## src/lbs_pkg.sv

```systemverilog
// Shared types, widths and helpers for the linear blend skinning unit.
// No dependencies; imported by every file except the two interfaces.
`timescale 1ns / 1ps

package lbs_pkg;

  localparam int MAX_JOINTS    = 128;
  localparam int INFLUENCES    = 4;
  localparam int ROW_WORDS     = 12;
  localparam int PALETTE_WORDS = MAX_JOINTS * ROW_WORDS;
  localparam int JOINT_W       = 7;
  localparam int SLOT_W        = 11;
  localparam int WORD_W        = 4;
  localparam int BEAT_W        = 2;
  localparam int CFG_W         = 8;

  // reciprocal of twelve, exact for every slot below PALETTE_WORDS
  localparam int RECIP12       = 2731;
  localparam int RECIP_SH      = 15;

  // datapath widths
  localparam int PROD_W = 64;
  localparam int SUM_W  = 66;
  localparam int T_W    = 52;
  localparam int TH_W   = T_W - 15;
  localparam int TL_W   = 15;
  localparam int PH_W   = 17 + TH_W;
  localparam int PL_W   = 16 + TL_W;
  localparam int ACH_W  = PH_W + 2;
  localparam int ACL_W  = PL_W + 2;
  localparam int V_W    = ACH_W + 1;

  typedef enum logic {
    OP_WRITE = 1'b0,
    OP_SKIN  = 1'b1
  } op_t;

  typedef logic [ROW_WORDS-1:0][31:0] mrow_t;

  // one palette word write
  typedef struct packed {
    logic               en;
    logic [JOINT_W-1:0] row;
    logic [WORD_W-1:0]  word;
    logic [31:0]        data;
  } pal_wr_t;

  // one influence beat travelling down the datapath
  typedef struct packed {
    logic               valid;
    logic               first;
    logic               last;
    logic               fault;
    logic [15:0]        weight;
    logic [15:0]        tag;
    logic signed [31:0] pos_x;
    logic signed [31:0] pos_y;
    logic signed [31:0] pos_z;
  } beat_t;

  // split a palette slot into joint row and word within the row
  function automatic logic [JOINT_W+WORD_W-1:0] split_slot(input logic [SLOT_W-1:0] slot);
    logic [SLOT_W+12-1:0] prod;
    logic [JOINT_W-1:0]   row;
    logic [SLOT_W-1:0]    base;
    logic [SLOT_W-1:0]    rem;
    prod = (SLOT_W + 12)'(slot) * (SLOT_W + 12)'(RECIP12);
    row  = JOINT_W'(prod >> RECIP_SH);
    base = SLOT_W'(row) * SLOT_W'(ROW_WORDS);
    rem  = slot - base;
    return {row, rem[WORD_W-1:0]};
  endfunction

endpackage

```

## src/lbs_in_if.sv

```systemverilog
// Input channel of the skinning unit: palette writes and skin requests.
// Depends on nothing.
`timescale 1ns / 1ps

interface lbs_in_if;
  logic               valid;
  logic               ready;
  logic               operation;
  logic [10:0]        matrix_slot;
  logic signed [31:0] matrix_value;
  logic signed [31:0] pos_x;
  logic signed [31:0] pos_y;
  logic signed [31:0] pos_z;
  logic [27:0]        joints_packed;
  logic [15:0]        weight_a;
  logic [15:0]        weight_b;
  logic [15:0]        weight_c;
  logic [15:0]        weight_d;
  logic [15:0]        sample_index;

  modport source (output valid, operation, matrix_slot, matrix_value, pos_x, pos_y, pos_z,
                  joints_packed, weight_a, weight_b, weight_c, weight_d, sample_index,
                  input ready);
  modport sink (input valid, operation, matrix_slot, matrix_value, pos_x, pos_y, pos_z,
                joints_packed, weight_a, weight_b, weight_c, weight_d, sample_index,
                output ready);
endinterface

```

## src/lbs_seq.sv

```systemverilog
// Front sequencer: takes items, writes the palette, steps a skin item through its
// four influences, one palette row read per unstalled cycle. Depends on lbs_pkg.
`timescale 1ns / 1ps

module lbs_seq (
  input  logic                      clk,
  input  logic                      rst,
  lbs_in_if.sink                    in_ch,
  input  logic [lbs_pkg::CFG_W-1:0] joint_count,
  input  logic                      stall,
  output lbs_pkg::pal_wr_t          wr,
  output logic [lbs_pkg::JOINT_W-1:0] rd_row,
  output lbs_pkg::beat_t            beat
);
  import lbs_pkg::*;

  logic                                 busy;
  logic [BEAT_W-1:0]                    cnt;
  logic [INFLUENCES-1:0][JOINT_W-1:0]   held_joint;
  logic [INFLUENCES-1:0][15:0]          held_weight;
  logic [15:0]                          held_tag;
  logic                                 held_fault;
  logic signed [31:0]                   held_x, held_y, held_z;

  logic                                 take_skin;
  logic                                 take_write;
  logic                                 in_fault;
  logic [INFLUENCES-1:0][JOINT_W-1:0]   in_joint;
  logic [JOINT_W+WORD_W-1:0]            split;

  assign in_ch.ready = !busy && !stall;
  assign take_skin   = in_ch.valid && in_ch.ready && (in_ch.operation == OP_SKIN);
  assign take_write  = in_ch.valid && in_ch.ready && (in_ch.operation == OP_WRITE);

  // unpack joint indices and flag any at or above joint_count
  always_comb begin
    in_fault = 1'b0;
    for (int i = 0; i < INFLUENCES; i++) begin
      in_joint[i] = in_ch.joints_packed[i*JOINT_W +: JOINT_W];
      if ({1'b0, in_joint[i]} >= joint_count) begin
        in_fault = 1'b1;
      end
    end
  end

  // palette write port
  assign split   = split_slot(in_ch.matrix_slot);
  assign wr.en   = take_write && (in_ch.matrix_slot < SLOT_W'(PALETTE_WORDS));
  assign wr.row  = split[JOINT_W+WORD_W-1:WORD_W];
  assign wr.word = split[WORD_W-1:0];
  assign wr.data = in_ch.matrix_value;

  // issue the beat for this cycle
  always_comb begin
    beat   = '0;
    rd_row = in_joint[0];
    if (take_skin) begin
      beat.valid  = 1'b1;
      beat.first  = 1'b1;
      beat.last   = 1'b0;
      beat.fault  = in_fault;
      beat.weight = in_ch.weight_a;
      beat.tag    = in_ch.sample_index;
      beat.pos_x  = in_ch.pos_x;
      beat.pos_y  = in_ch.pos_y;
      beat.pos_z  = in_ch.pos_z;
    end else if (busy) begin
      rd_row      = held_joint[cnt];
      beat.valid  = 1'b1;
      beat.first  = 1'b0;
      beat.last   = (cnt == BEAT_W'(INFLUENCES - 1));
      beat.fault  = held_fault;
      beat.weight = held_weight[cnt];
      beat.tag    = held_tag;
      beat.pos_x  = held_x;
      beat.pos_y  = held_y;
      beat.pos_z  = held_z;
    end
  end

  // influence counter
  always_ff @(posedge clk) begin
    if (rst) begin
      busy <= 1'b0;
      cnt  <= '0;
    end else if (take_skin) begin
      busy <= 1'b1;
      cnt  <= BEAT_W'(1);
    end else if (busy && !stall) begin
      cnt <= cnt + BEAT_W'(1);
      if (cnt == BEAT_W'(INFLUENCES - 1)) begin
        busy <= 1'b0;
      end
    end
  end

  // hold the skin item while its influences are issued
  always_ff @(posedge clk) begin
    if (take_skin) begin
      held_joint  <= in_joint;
      held_weight <= {in_ch.weight_d, in_ch.weight_c, in_ch.weight_b, in_ch.weight_a};
      held_tag    <= in_ch.sample_index;
      held_fault  <= in_fault;
      held_x      <= in_ch.pos_x;
      held_y      <= in_ch.pos_y;
      held_z      <= in_ch.pos_z;
    end
  end

endmodule

```

## src/flat_wrapper.sv

```systemverilog
// flat-port wrapper written by rule: the top's interface ports become plain ports
module lbs_seq_flat import lbs_pkg::*;
  (clk, rst, joint_count, stall, wr, rd_row, beat, in_ch_valid, in_ch_operation, in_ch_matrix_slot, in_ch_matrix_value, in_ch_pos_x, in_ch_pos_y, in_ch_pos_z, in_ch_joints_packed, in_ch_weight_a, in_ch_weight_b, in_ch_weight_c, in_ch_weight_d, in_ch_sample_index, in_ch_ready);
  lbs_in_if in_ch_i ();
  input  logic clk;
  input  logic rst;
  input  logic [lbs_pkg::CFG_W-1:0] joint_count;
  input  logic stall;
  output lbs_pkg::pal_wr_t wr;
  output logic [lbs_pkg::JOINT_W-1:0] rd_row;
  output lbs_pkg::beat_t beat;
  input wire logic [$bits(in_ch_i.valid)-1:0] in_ch_valid;
  input wire logic [$bits(in_ch_i.operation)-1:0] in_ch_operation;
  input wire logic [$bits(in_ch_i.matrix_slot)-1:0] in_ch_matrix_slot;
  input wire logic [$bits(in_ch_i.matrix_value)-1:0] in_ch_matrix_value;
  input wire logic [$bits(in_ch_i.pos_x)-1:0] in_ch_pos_x;
  input wire logic [$bits(in_ch_i.pos_y)-1:0] in_ch_pos_y;
  input wire logic [$bits(in_ch_i.pos_z)-1:0] in_ch_pos_z;
  input wire logic [$bits(in_ch_i.joints_packed)-1:0] in_ch_joints_packed;
  input wire logic [$bits(in_ch_i.weight_a)-1:0] in_ch_weight_a;
  input wire logic [$bits(in_ch_i.weight_b)-1:0] in_ch_weight_b;
  input wire logic [$bits(in_ch_i.weight_c)-1:0] in_ch_weight_c;
  input wire logic [$bits(in_ch_i.weight_d)-1:0] in_ch_weight_d;
  input wire logic [$bits(in_ch_i.sample_index)-1:0] in_ch_sample_index;
  output wire logic [$bits(in_ch_i.ready)-1:0] in_ch_ready;
  assign in_ch_i.valid = in_ch_valid;
  assign in_ch_i.operation = in_ch_operation;
  assign in_ch_i.matrix_slot = in_ch_matrix_slot;
  assign in_ch_i.matrix_value = in_ch_matrix_value;
  assign in_ch_i.pos_x = in_ch_pos_x;
  assign in_ch_i.pos_y = in_ch_pos_y;
  assign in_ch_i.pos_z = in_ch_pos_z;
  assign in_ch_i.joints_packed = in_ch_joints_packed;
  assign in_ch_i.weight_a = in_ch_weight_a;
  assign in_ch_i.weight_b = in_ch_weight_b;
  assign in_ch_i.weight_c = in_ch_weight_c;
  assign in_ch_i.weight_d = in_ch_weight_d;
  assign in_ch_i.sample_index = in_ch_sample_index;
  assign in_ch_ready = in_ch_i.ready;
  lbs_seq u_core (.clk(clk), .rst(rst), .in_ch(in_ch_i), .joint_count(joint_count), .stall(stall), .wr(wr), .rd_row(rd_row), .beat(beat));
endmodule
```

## config.mk

```make
export PLATFORM = sky130hd
export DESIGN_NAME = lbs_seq_flat
export DESIGN_NICKNAME = d
export VERILOG_FILES = /design/src/lbs_pkg.sv /design/src/lbs_in_if.sv /design/src/lbs_seq.sv /design/src/flat_wrapper.sv
export SDC_FILE = /design/constraint.sdc
export NUM_CORES = 1
export LEC_CHECK = 0
export ABC_AREA = 1
export BUFFER_PORTS_ARGS = -buffer_cell sky130_fd_sc_hd__buf_2
export CAP_MARGIN = 20
export CORE_MARGIN = 2
export CORE_UTILIZATION = 40
export DETAILED_ROUTE_END_ITERATION = 16
export GPL_TIMING_DRIVEN = 0
export PLACE_DENSITY_LB_ADDON = 0.08
export SLEW_MARGIN = 10
export SYNTH_ARGS = -nofsm -noshare
export SYNTH_HDL_FRONTEND = slang
export SYNTH_SLANG_ARGS = --single-unit
```

## constraint.sdc

```tcl
create_clock -name clk -period 9.9 [get_ports clk]
set_input_delay 1.98 -clock clk [delete_from_list [all_inputs] [get_ports clk]]
set_output_delay 1.98 -clock clk [all_outputs]
set_load 0.05 [all_outputs]
```

==> metrics.log <==
[metrics] result of the run: complete, no violations
[metrics] Row Count: 62
[metrics] worst slew pin tran: roughly 0.77 ns
[metrics] Post-synth EDFFs: 205
[metrics] Avg Vias per Cell: 4.87
[metrics] Filler Cells Inserted: ~2,700
[metrics] Synthesized Nets: roughly 1,400
[metrics] largest driver fanout on the critical path: 4
[metrics] part of the power in combinational logic: between 40% and 50%
[metrics] power share of the clock group: roughly 28%
[metrics] Buf+Inv Stages, Crit Path: 8
[metrics] CTS tree: yes
[metrics] number of antenna violations at the first check in global routing: 12
[metrics] placed cells: 1,796
[metrics] Non-Filler Instances: 1,848
[metrics] crit path launch: in_ch_matrix_slot[7]
[metrics] share of post-route cells with drive strength above 1: 35.3%
[metrics] Unique masters post-synth: 33
[metrics] worst IR drop on VDD: 311 uV
[metrics] overflow left after global routing: 0
[metrics] Crit. path cell count: 26
[metrics] portion of the clock cycle consumed by the worst path in the final layout: about nine tenths
[metrics] total length of routed wires: 32,500 um
[metrics] initial cell density of the core: 40.7%
[metrics] switching power as a share of total power: 39.5%
[metrics] clock transition at the registers of the reported paths: 0.06 ns
[metrics] Synth Instances: 1,000
[metrics] arrival time of data at the critical path endpoint: a little under 7 ns
[metrics] global-route wire length before repair: approximately 49,000 um
[metrics] cell types with the largest area share after synthesis: edfxtp_1, ha_1, a22o_1
[metrics] RePlAce Congestion: approximately 0.8
[metrics] pwr dens: 208 nW/um2
[metrics] largest net degree at the start of global routing: approximately 120
[metrics] Setup TNS Final: 0 ns
[metrics] port bufs: roughly 400
[metrics] total vias in the final route: around 9,000
[metrics] setup repair after global routing missed its margin: false
[metrics] Reg area: about 6200 um2
[metrics] clock buffer count from CTS: 24
[metrics] library cell used as clock root buffer: clkbuf_16
[metrics] Multi-input gate area: approximately 4600 um2
[metrics] Hold Vio Cnt, Final: 0
[metrics] headroom to the max-slew limit: 48.9%
[metrics] worst reg2reg path startpoint: u_core.busy
[metrics] most common cell in the netlist: edfxtp_1
[metrics] Final Max Slew Viols: 0
[metrics] dominant delay contributor by cell family on the critical path: adder cells
[metrics] internal power: around 1.9 mW
[metrics] cells resized by post-CTS repair: 0
[metrics] area of the mapped netlist: between 10,000 and 15,000 um2
[metrics] Synth area leader: edfxtp_1
[metrics] shortest period the worst path allows: 8.73 ns
[metrics] die span in y: between 150 and 200 um
[metrics] worst-case register-to-register setup slack: around 7.4 ns
[metrics] synthesized flop and latch total: around 210
[metrics] switching component of the power: approximately 1.2 mW
[metrics] LEAKAGE: 7.10 nW
[metrics] ports placed on the boundary: around 440
[metrics] required arrival time at the worst endpoint: 7.92 ns
[metrics] Core Footprint: between 20,000 and 30,000 um2
[metrics] DR WL/cell: roughly 18 um
[metrics] worst hold path type: reg -> reg
[metrics] area share of the largest cell type after synthesis: between 50% and 60%
[metrics] Total Routing Usage GR: slightly above 20%
[metrics] most frequent cells after synthesis: edfxtp_1, nand2_1, inv_1
[metrics] number of nets in the final layout: 1,827
[metrics] via count of the first global-routing pass: about 8,800
[metrics] asr flop ratio synth: 0%
[metrics] detailed-placement wirelength estimate: between 20,000 and 30,000 um
[metrics] area growth from synthesis to layout: 28.8%
[metrics] worst-case clock buffer depth: 3
[metrics] Critical-path top delay cell: fa_1
[metrics] part of the Yosys area used for sequential elements: between 50 and 60%
[metrics] maximum cell stage delay along the critical path: ~0.54 ns
[metrics] violation count after the first detailed-routing iteration: 498
[metrics] residual DRC count: 0
[metrics] CTS H-Tree Depth: 1
[metrics] sequential fraction of design power: about a third
[metrics] sinks on the clock net: about 210
[metrics] MaxCap Viol Count: 0
[metrics] Setup Viol. Count Final: 0
[metrics] worst clock skew on the final layout: 0.0313 ns
[metrics] number of antenna-violating nets in the routed design: 0
[metrics] total of hold buffers inserted after clock tree synthesis: 0
[metrics] Warnings, synthesis: 0
[metrics] Achievable Freq: around 0.11 GHz
[metrics] critical path type: in -> out
[metrics] worst hold stages: 2
[metrics] Die Outline Area: roughly 31,000 um2
[metrics] Die Wd: 175 um
[metrics] Post-synth top flop: edfxtp_1
[metrics] Critical Path End Type: output port
[metrics] count of TritonRoute iterations in the first routing pass: 5
[metrics] latest clock arrival within the worst-skew pair: approximately 0.54 ns
[metrics] startpoint type of the worst setup path: input port
[metrics] average size of a mapped cell: 11.7 um2
[metrics] number of cells on the worst reg-to-reg path: 5
[metrics] setup fix buffers added after clock tree synthesis: 0
[metrics] start point of the worst hold path: u_core.busy
-- stage by stage --
| step | power (mW) | setup slack [ns] | util [%] | cell area, um2 | hold WS, ns |
|---|---|---|---|---|---|
| global placement | 2.29 | 0.892 | 49.6 | 14200 | 0.588 |
| floorplan | 2.00 | 1.17 | - | 11700 | 0.544 |
| CTS | 3.17 | 1.11 | 52.4 | 15000 | 0.617 |
| finish | 3.13 | 1.17 | 52.4 | 15100 | 0.621 |
| detailed placement | 2.30 | 1.11 | 49.7 | 14300 | 0.608 |
| global route | 3.33 | 0.774 | 52.4 | 15000 | 0.646 |
-- placed cells by master (no fill, tap or decap), types with 2 or more instances in the layout --
cell type	Yosys	layout
a21o_1	4	4
a21oi_1	28	28
a22o_1	112	112
a22oi_1	2	2
a31oi_1	6	6
a32o_1	16	16
buf_1	3	3
buf_2	13	423
buf_4	44	44
bufinv_16	0	2
clkbuf_1	18	29
clkbuf_16	0	24
clkinv_1	0	2
clkinv_2	0	2
dfxtp_1	3	3
diode_2	0	8
edfxtp_1	205	205
fa_1	32	32
ha_1	97	97
inv_1	113	113
inv_2	2	2
nand2_1	139	139
nand2_2	4	4
nand3_1	52	52
nand3_2	3	3
nand4_1	3	3
nor2_1	55	55
nor2_2	2	2
nor3_1	6	6
o21ai_0	24	24
o21bai_1	2	2
xnor2_1	3	3
xor2_1	4	4
-- registers in the layout, indices dropped and copies added (netlist names) --
signal / flops
u_core.held_x: 32
u_core.held_y: 32
u_core.held_fault: 1
u_core.busy: 1
u_core.held_weight: 64
u_core.held_joint: 28
u_core.cnt: 2
u_core.held_tag: 16
u_core.held_z: 32
-- worst register-to-register path: stages, from the launching register on --
cell,delay (ns)
dfxtp_1,0.35
nor2_2,0.17
nand3_1,0.19
inv_2,0.19
buf_8,0.61
buf_16,0.47
-- area by class of cell --
| cell class | count | share of cell area [%] |
|---|---|---|
| sequential | 208 | 41.3 |
| multi-input combinational | 599 | 30.3 |
| timing repair buffer | 412 | 13.8 |
| clock buffer | 35 | 4.26 |
| buffer | 78 | 3.22 |
| tap | 384 | 3.19 |
| inverter | 115 | 2.87 |
| clock inverter | 9 | 0.839 |
| antenna | 8 | 0.133 |
-- cell families after synthesis --
kind of cell | after synthesis | synth area share, %
AOI/OAI and AO/OA | 196 | 13.0
xor gates and xnor gates | 8 | 0.664
adders and majority gates | 129 | 15.9
buffers and inverters | 193 | 7.75
DFF | 208 | 53.2
and+or+nand+nor | 266 | 9.59
-- path summary, 6_finish.rpt --
path / end
max reg2reg: u_core.held_x[27]
min: u_core.cnt[1]
max: wr[35]
min reg2reg: u_core.cnt[1]
-- power groups by stage --
stage                     Combinational, mW  Clock, mW  Sequential (mW)
final                                  1.26      0.866             1.01
after global routing                   1.40      0.921             1.01
after CTS                              1.28      0.887             1.01
after detailed placement               1.27          0             1.02
after global placement                 1.26          0             1.03
after floorplan                       0.970          0             1.03
-- layer usage --
metal	GRT usage [%]	routed length, um	vias to the layer above	part of all wire (%)
met1	25.2	13100	4196	40
met4	4.65	650	10	2.0
li1	-	-	4452	-
met3	4.79	2260	42	6.9
met2	36.8	16400	305	50
met5	0	68	-	0.21
Power figures use the tool's default switching activity.
